==> src/pal_pkg.sv <==
// Shared types and constants for the process alarm lifecycle unit.
`default_nettype none
package pal_pkg;

  localparam int TIME_W     = 48;
  localparam int VALUE_W    = 32;
  localparam int DB_W       = 31;
  localparam int DELAY_W    = 32;
  localparam int COUNT_W    = 16;
  localparam int KIND_W     = 2;
  localparam int CFG_IDX_W  = 3;
  localparam int CFG_DATA_W = 32;

  typedef enum logic [2:0] {
    ST_NORMAL    = 3'd0,
    ST_PENDING   = 3'd1,
    ST_ACTIVE    = 3'd2,
    ST_ACKED     = 3'd3,
    ST_RETURNING = 3'd4,
    ST_SHELVED   = 3'd5,
    ST_DISABLED  = 3'd6
  } pal_state_t;

  localparam logic [2:0] OP_EVALUATE = 3'd0;
  localparam logic [2:0] OP_ACK      = 3'd1;
  localparam logic [2:0] OP_SHELVE   = 3'd2;
  localparam logic [2:0] OP_UNSHELVE = 3'd3;
  localparam logic [2:0] OP_DISABLE  = 3'd4;
  localparam logic [2:0] OP_ENABLE   = 3'd5;

  localparam logic [KIND_W-1:0] KIND_HIGH = 2'd0;
  localparam logic [KIND_W-1:0] KIND_LOW  = 2'd1;

  localparam logic [CFG_IDX_W-1:0] CFG_KIND      = 3'd0;
  localparam logic [CFG_IDX_W-1:0] CFG_LIMIT     = 3'd1;
  localparam logic [CFG_IDX_W-1:0] CFG_DEADBAND  = 3'd2;
  localparam logic [CFG_IDX_W-1:0] CFG_ON_DELAY  = 3'd3;
  localparam logic [CFG_IDX_W-1:0] CFG_OFF_DELAY = 3'd4;

  typedef struct packed {
    logic [2:0]                opcode;
    logic signed [VALUE_W-1:0] process_value;
    logic [TIME_W-1:0]         time_ms;
  } pal_item_t;

  typedef struct packed {
    logic [2:0]                alarm_state;
    logic                      answer;
    logic signed [VALUE_W-1:0] trip_value;
    logic [TIME_W-1:0]         trigger_time;
    logic [TIME_W-1:0]         clear_time;
    logic [TIME_W-1:0]         ack_time;
    logic [COUNT_W-1:0]        activations;
  } pal_result_t;

  typedef struct packed {
    logic [KIND_W-1:0]         alarm_kind;
    logic signed [VALUE_W-1:0] limit_value;
    logic [DB_W-1:0]           deadband_value;
    logic [DELAY_W-1:0]        arm_delay;
    logic [DELAY_W-1:0]        release_delay;
  } pal_cfg_t;

endpackage
`default_nettype wire

==> src/process_alarm_lifecycle_unit.sv <==
// Process alarm lifecycle unit: one alarm, samples and operator commands in, status out.
//
// Usage:
//   in_item carries one request: an opcode (evaluate sample, acknowledge, shelve,
//   unshelve, disable, enable), a signed process value and a millisecond timestamp.
//   It is taken on a clock edge with in_valid high and in_stall low.
//   Every request yields exactly one out_result, taken on an edge with out_valid
//   high and out_stall low: state, answer bit, trigger value, the three stamps
//   and the saturating occurrence count after that request.
//   A request passes the input register, then the output register; throughput is one
//   request per cycle while out_stall is low, and out_stall can hold the flow.
//   When out_stall is held, the output register and the input register both fill
//   and in_stall rises in the same cycle the output cannot drain.
//   The configuration port (cfg_valid, cfg_ready, cfg_index, cfg_data) is always
//   ready; write it only while no request is in flight.
//   Synchronous reset returns the alarm to normal, clears stamps, count and
//   configuration, and empties both registers.
`default_nettype none
module process_alarm_lifecycle_unit (
  input  wire                                clk,
  input  wire                                rst,
  input  wire                                in_valid,
  output logic                               in_stall,
  input  pal_pkg::pal_item_t                 in_item,
  output logic                               out_valid,
  input  wire                                out_stall,
  output pal_pkg::pal_result_t               out_result,
  input  wire                                cfg_valid,
  output logic                               cfg_ready,
  input  wire  [pal_pkg::CFG_IDX_W-1:0]      cfg_index,
  input  wire  [pal_pkg::CFG_DATA_W-1:0]     cfg_data
);

  pal_pkg::pal_cfg_t    cfg;
  pal_pkg::pal_item_t   s1_item;
  pal_pkg::pal_result_t core_result;
  logic                 s1_valid;
  logic                 out_free;
  logic                 fire;

  assign cfg_ready = 1'b1;
  assign out_free  = !out_valid || !out_stall;
  assign fire      = s1_valid && out_free;
  assign in_stall  = s1_valid && !out_free;

  always_ff @(posedge clk) begin
    if (rst) begin
      cfg <= '0;
    end else if (cfg_valid && cfg_ready) begin
      unique case (cfg_index)
        pal_pkg::CFG_KIND:      cfg.alarm_kind     <= cfg_data[pal_pkg::KIND_W-1:0];
        pal_pkg::CFG_LIMIT:     cfg.limit_value    <= $signed(cfg_data[pal_pkg::VALUE_W-1:0]);
        pal_pkg::CFG_DEADBAND:  cfg.deadband_value <= cfg_data[pal_pkg::DB_W-1:0];
        pal_pkg::CFG_ON_DELAY:  cfg.arm_delay      <= cfg_data[pal_pkg::DELAY_W-1:0];
        pal_pkg::CFG_OFF_DELAY: cfg.release_delay  <= cfg_data[pal_pkg::DELAY_W-1:0];
        default: begin
        end
      endcase
    end
  end

  always_ff @(posedge clk) begin
    if (rst) begin
      s1_valid <= 1'b0;
    end else if (in_valid && !in_stall) begin
      s1_valid <= 1'b1;
    end else if (fire) begin
      s1_valid <= 1'b0;
    end
    if (in_valid && !in_stall) begin
      s1_item <= in_item;
    end
  end

  always_ff @(posedge clk) begin
    if (rst) begin
      out_valid <= 1'b0;
    end else if (fire) begin
      out_valid <= 1'b1;
    end else if (!out_stall) begin
      out_valid <= 1'b0;
    end
    if (fire) begin
      out_result <= core_result;
    end
  end

  pal_core u_core (
    .clk    (clk),
    .rst    (rst),
    .fire   (fire),
    .item   (s1_item),
    .cfg    (cfg),
    .result (core_result)
  );

endmodule
`default_nettype wire

==> src/pal_core.sv <==
// Alarm state registers and the single-pass next-state logic for one request.
`default_nettype none
module pal_core (
  input  wire                   clk,
  input  wire                   rst,
  input  wire                   fire,
  input  pal_pkg::pal_item_t    item,
  input  pal_pkg::pal_cfg_t     cfg,
  output pal_pkg::pal_result_t  result
);

  localparam int CMP_W = pal_pkg::VALUE_W + 2;

  pal_pkg::pal_state_t                 state, state_next;
  logic signed [pal_pkg::VALUE_W-1:0]  captured, captured_next;
  logic [pal_pkg::TIME_W-1:0]          trig_stamp, trig_stamp_next;
  logic [pal_pkg::TIME_W-1:0]          clr_stamp, clr_stamp_next;
  logic [pal_pkg::TIME_W-1:0]          ack_stamp, ack_stamp_next;
  logic [pal_pkg::COUNT_W-1:0]         count, count_next;
  logic                                answer;

  logic signed [CMP_W-1:0]             val_x, lim_x, db_x, lim_lo, lim_hi;
  logic                                cond, clr, on_due, off_due;
  logic [pal_pkg::COUNT_W-1:0]         count_inc;

  assign val_x  = CMP_W'(item.process_value);
  assign lim_x  = CMP_W'(cfg.limit_value);
  assign db_x   = $signed(CMP_W'(cfg.deadband_value));
  assign lim_lo = lim_x - db_x;
  assign lim_hi = lim_x + db_x;

  always_comb begin
    if (cfg.alarm_kind == pal_pkg::KIND_HIGH) begin
      cond = val_x > lim_x;
      clr  = val_x < lim_lo;
    end else if (cfg.alarm_kind == pal_pkg::KIND_LOW) begin
      cond = val_x < lim_x;
      clr  = val_x > lim_hi;
    end else begin
      cond = 1'b0;
      clr  = 1'b1;
    end
  end

  assign on_due  = (item.time_ms - trig_stamp) >= pal_pkg::TIME_W'(cfg.arm_delay);
  assign off_due = (item.time_ms - clr_stamp) >= pal_pkg::TIME_W'(cfg.release_delay);
  assign count_inc = (count == '1) ? count : count + 1'b1;

  always_comb begin
    state_next      = state;
    captured_next   = captured;
    trig_stamp_next = trig_stamp;
    clr_stamp_next  = clr_stamp;
    ack_stamp_next  = ack_stamp;
    count_next      = count;
    answer          = 1'b0;
    unique case (item.opcode)
      pal_pkg::OP_EVALUATE: begin
        unique case (state)
          pal_pkg::ST_NORMAL: begin
            if (cond) begin
              trig_stamp_next = item.time_ms;
              if (cfg.arm_delay == '0) begin
                state_next    = pal_pkg::ST_ACTIVE;
                captured_next = item.process_value;
                count_next    = count_inc;
              end else begin
                state_next = pal_pkg::ST_PENDING;
              end
            end
          end
          pal_pkg::ST_PENDING: begin
            if (!cond) begin
              state_next = pal_pkg::ST_NORMAL;
            end else if (on_due) begin
              state_next    = pal_pkg::ST_ACTIVE;
              captured_next = item.process_value;
              count_next    = count_inc;
            end
          end
          pal_pkg::ST_ACTIVE: begin
            if (!cond && clr) begin
              clr_stamp_next = item.time_ms;
              state_next = (cfg.release_delay == '0) ? pal_pkg::ST_NORMAL
                                                     : pal_pkg::ST_RETURNING;
            end
          end
          pal_pkg::ST_ACKED: begin
            if (!cond) begin
              state_next     = pal_pkg::ST_NORMAL;
              clr_stamp_next = item.time_ms;
            end
          end
          pal_pkg::ST_RETURNING: begin
            if (cond) begin
              state_next = pal_pkg::ST_ACTIVE;
            end else if (off_due) begin
              state_next = pal_pkg::ST_NORMAL;
            end
          end
          default: begin
          end
        endcase
        answer = state_next != state;
      end
      pal_pkg::OP_ACK: begin
        if (state == pal_pkg::ST_ACTIVE) begin
          state_next     = pal_pkg::ST_ACKED;
          ack_stamp_next = item.time_ms;
          answer         = 1'b1;
        end
      end
      pal_pkg::OP_SHELVE: begin
        if (state == pal_pkg::ST_ACTIVE || state == pal_pkg::ST_ACKED) begin
          state_next     = pal_pkg::ST_SHELVED;
          ack_stamp_next = item.time_ms;
          answer         = 1'b1;
        end
      end
      pal_pkg::OP_UNSHELVE: begin
        if (state == pal_pkg::ST_SHELVED) begin
          state_next = pal_pkg::ST_NORMAL;
          answer     = 1'b1;
        end
      end
      pal_pkg::OP_DISABLE: begin
        state_next = pal_pkg::ST_DISABLED;
        answer     = 1'b1;
      end
      pal_pkg::OP_ENABLE: begin
        if (state == pal_pkg::ST_DISABLED) begin
          state_next = pal_pkg::ST_NORMAL;
          answer     = 1'b1;
        end
      end
      default: begin
      end
    endcase
  end

  always_ff @(posedge clk) begin
    if (rst) begin
      state      <= pal_pkg::ST_NORMAL;
      captured   <= '0;
      trig_stamp <= '0;
      clr_stamp  <= '0;
      ack_stamp  <= '0;
      count      <= '0;
    end else if (fire) begin
      state      <= state_next;
      captured   <= captured_next;
      trig_stamp <= trig_stamp_next;
      clr_stamp  <= clr_stamp_next;
      ack_stamp  <= ack_stamp_next;
      count      <= count_next;
    end
  end

  assign result.alarm_state  = state_next;
  assign result.answer       = answer;
  assign result.trip_value   = captured_next;
  assign result.trigger_time = trig_stamp_next;
  assign result.clear_time   = clr_stamp_next;
  assign result.ack_time     = ack_stamp_next;
  assign result.activations  = count_next;

`ifndef SYNTHESIS
  a_count_monotonic: assert property (@(posedge clk) disable iff (rst)
    !$past(rst) |-> count >= $past(count))
    else $error("activation count decreased");

  a_count_only_on_activation: assert property (@(posedge clk) disable iff (rst)
    !$past(rst) && count != $past(count) |-> state == pal_pkg::ST_ACTIVE)
    else $error("activation counted outside active state");

  a_hold_when_idle: assert property (@(posedge clk) disable iff (rst)
    !$past(rst) && !$past(fire) |-> $stable(state) && $stable(count))
    else $error("alarm state moved without a request");

  a_frozen_eval: assert property (@(posedge clk) disable iff (rst)
    fire && item.opcode == pal_pkg::OP_EVALUATE &&
    (state == pal_pkg::ST_SHELVED || state == pal_pkg::ST_DISABLED)
    |=> state == $past(state))
    else $error("sample moved a shelved or disabled alarm");
`endif

endmodule
`default_nettype wire
==> config.mk <==
export PLATFORM = sky130hd
export DESIGN_NAME = process_alarm_lifecycle_unit
export DESIGN_NICKNAME = d
export VERILOG_FILES = /design/src/pal_pkg.sv /design/src/process_alarm_lifecycle_unit.sv /design/src/pal_core.sv
export SDC_FILE = /design/constraint.sdc
export NUM_CORES = 2
export LEC_CHECK = 0
export ABC_AREA = 1
export BUFFER_PORTS_ARGS = -buffer_cell sky130_fd_sc_hd__buf_2
export CAP_MARGIN = 20
export CORE_MARGIN = 4
export CORE_UTILIZATION = 34
export DETAILED_ROUTE_END_ITERATION = 12
export PLACE_DENSITY = 0.49
export SLEW_MARGIN = 0
export SYNTH_ARGS = -nofsm -noshare
export SYNTH_HDL_FRONTEND = slang
export SYNTH_HIERARCHICAL = 1
export SYNTH_SLANG_ARGS = --single-unit
==> constraint.sdc <==
create_clock -name clk -period 17.3 [get_ports clk]
set_clock_uncertainty 0.15 [all_clocks]
set_input_delay 0 -clock clk [delete_from_list [all_inputs] [get_ports clk]]
set_output_delay 0 -clock clk [all_outputs]
set_load 0.02 [all_outputs]
==> results.md <==
* Slew @ Worst Pin at 1090 ps
* Relative slew slack at 27.1%
* RD Place Congestion at 0.960
* Clk slew on worst S/H paths at 60 ps
* Area Overhead vs Synth at 18.7%
* Fin Hold WS at 131 ps
* Initial DRC count at 3437
* IO Count at between 300 and 400
* Unrepaired setup endpoints after global routing: no
* Most frequent cells in the layout: nand2_1 (1433), inv_1 (995), nor2_1 (669)
* Min Clock Period, post-route at about 7300 ps
* Syn nets at 6482
* DIE WIDTH at between 300 and 400 um
* Final ANT Viol Nets at 0
* Hpwl dp at 120000 um
* Final Non-Filler Cells at 8152
* Final hold violations at 0
* TritonCTS clock tree: yes
* Critical-path top delay cell: buf_4
* Worst flop-to-flop path endpoint: u_core/clr_stamp[17]
* Number of global-route vias before repair at 37700
* # rows at 127
* FF-to-FF setup slack at 10050 ps
* Final setup fails at 0
* DR vias at 40500
* Cell Pwr Density at just over 90 nW/um^2
* Max-slew violation count at 0
* Die area at 128000 sq um
* Core footprint at 121000 sq um
* Max cap viols at 0
* Static Leak at 23.6 nW
* CTS buffer count at 76
* Layout cells sized above 1 at 8.87%
* Post-synth top flop: dfxtp_1
* Synth Cell Area at 41500 sq um
* Critical Path Sink: u_core/clr_stamp[17]
* Post-synth ARST share at 0%
* FMAX at 138 MHz
* Final instance area at 49300 sq um
* Crit path launch: cfg[95]
* # resized after CTS at 0
* Kind of cell adding the most delay to the critical path: compound AO/OA/AOI/OAI gates
* Crit. End Element: register
* HP Class: input port to register
* GRT overflow at 0
* CP Max Fanout at about 70
* Largest net degree at the start of global routing at 168
* Nets at around 7000
* Pre-Repair DR Iteration Count at 6
* Worst Setup Start Kind: register
* Clock buffer depth at 3
* Most common cell after layout, fill and taps aside: nand2_1
* GRT Total Usage at approximately a quarter
* Buf/Inv on CP at 4
* Register area share after synthesis at 35.9%
* Worst-Skew Late Latency at approximately 700 ps
* VDD IR max at ~75 uV
* R2R cell count at 35
* Via/cell ratio at 4.97
* # hold bufs at CTS at ~220
* FF-to-FF Start: cfg[95]
* Setup slack at placement at 10130 ps
* Placed Instances at around 8000
* Final critical-path share of the clock period at between 40% and 50%
* First-pass GRT wire length at 236000 um
* Cell depth of the worst setup path at 35
* Number of synthesized register bits at 605
* WP data required at 17720 ps
* H-Tree Depth at 3
* Top cell type's share of synthesized area at 20.2%
* DRC at 0
* Status: complete, no violations
* Synth cell types at 58
* Ys Warns at 6
* Final WS setup at 10050 ps
* CP peak stage delay at 700 ps
* Drt wl/cell at 19.6 um
* Clock sink total at 605
* Clock root buffer master: clkbuf_16
* Top cells by area, synth: edfxtp_1 (20%), dfxtp_1 (16%), nand2_1 (13%)
* Initial antenna violation count at 4
* Worst Path Arrival at ~7700 ps
* Post-Synthesis Cells at 6037
* EDFF count, synth at 279
* Post-CTS Setup Bufs at 0
* Avg Cell Area, Syn at 6.88 sq um
* Initial core utilization at between 30 and 40%
* Port Buffers at 320
* WL final at 160000 um
* Placed Area at between 40000 and 50000 sq um
* Final setup TNS at 0 ps
* Crit Path Class: register to register
* Die H at 357 um
* Area leader, netlist: edfxtp_1
-- worst register-to-register path, delay by kind of cell (launching register included) --
kind / cells / cell delay (ps)
AND/OR/NAND/NOR: 13 / 2110
XOR/XNOR: 1 / 160
flip-flops: 1 / 390
buffers and inverters: 4 / 990
AO/OA/AOI/OAI: 14 / 2370
adder cells (fa/ha/maj): 3 / 940
-- stage by stage --
step	utilization, %	power, W
floorplan	-	0.00246
global placement	37.0	0.00283
detailed placement	37.0	0.00284
CTS	40.9	0.00450
global route	40.9	0.00472
finish	40.9	0.00447
-- sequential cells by signal, summed over array words and instances (netlist names), 3 cells and up --
name / flops
u_core/captured: 32
u_core/ack_stamp: 48
u_core/state: 3
u_core/clr_stamp: 48
s1_item: 83
cfg: 129
out_result: 196
u_core/trig_stamp: 48
u_core/count: 16
-- report_power, final --
group,switching (W),internal [W]
clock,0.000674,0.000928
combinational,0.000810,0.000394
sequential,0.0000705,0.00159
total,0.00155,0.00291
-- cells in the mapped netlist (all sizes together), types with 5 or more instances --
master     n
a21o       5
nand4     67
xnor2     23
o21bai    30
a221oi     5
a21boi    11
dfxtp    326
nor2     701
nand2   1460
clkbuf   137
o211ai    10
ha       318
buf       80
a21oi    469
nand3    296
o21ai    551
a31oi      6
nor4      25
xor2     108
nor3      56
edfxtp   279
o21a      11
inv     1027
-- cell families (layout without fill, tap and decap cells) --
family | after synthesis | after routing | synth area share, %
other cells | 1 | 2 | 0.00903
buf+inv | 1247 | 1749 | 11.7
simple gates | 2619 | 2619 | 25.8
compound gates | 1112 | 1112 | 14.1
fa+ha+maj | 322 | 322 | 9.77
flops | 605 | 605 | 35.9
xor+xnor | 131 | 131 | 2.76
-- metal layers --
layer	global-route usage [%]	share of wire, %	vias to the layer above
met5	0	0	-
met4	5.54	2.1	0
met3	3.94	6.9	171
met2	37.5	43	1234
met1	35.8	48	18900
li1	-	-	20300
-- worst min-delay path by stage --
| stage | from | to | depth (start not counted) |
|---|---|---|---|
| 2_1_floorplan | rst | out_valid | 1 |
| 3_3_place_gp | in_item[66] | s1_item[66] | 1 |
| 3_5_place_dp | in_item[9] | s1_item[9] | 1 |
| 4_1_cts | cfg_data[25] | cfg[57] | 6 |
| 5_1_grt | cfg_data[26] | cfg[90] | 6 |
| 6_report | cfg_data[26] | cfg[90] | 6 |
-- final cells by class --
type                            instances  area [sq um]
Fill cell                           12800         71300
Antenna cell                            1          2.50
Timing Repair Buffer                  578          4130
Inverter                             1030          3880
Tap cell                             1612          2020
Clock buffer                           99          2070
Multi-Input combinational cell       4185         21900
Sequential cell                       605         14900
Clock inverter                         42           420
(Power assumes the default switching activity.)
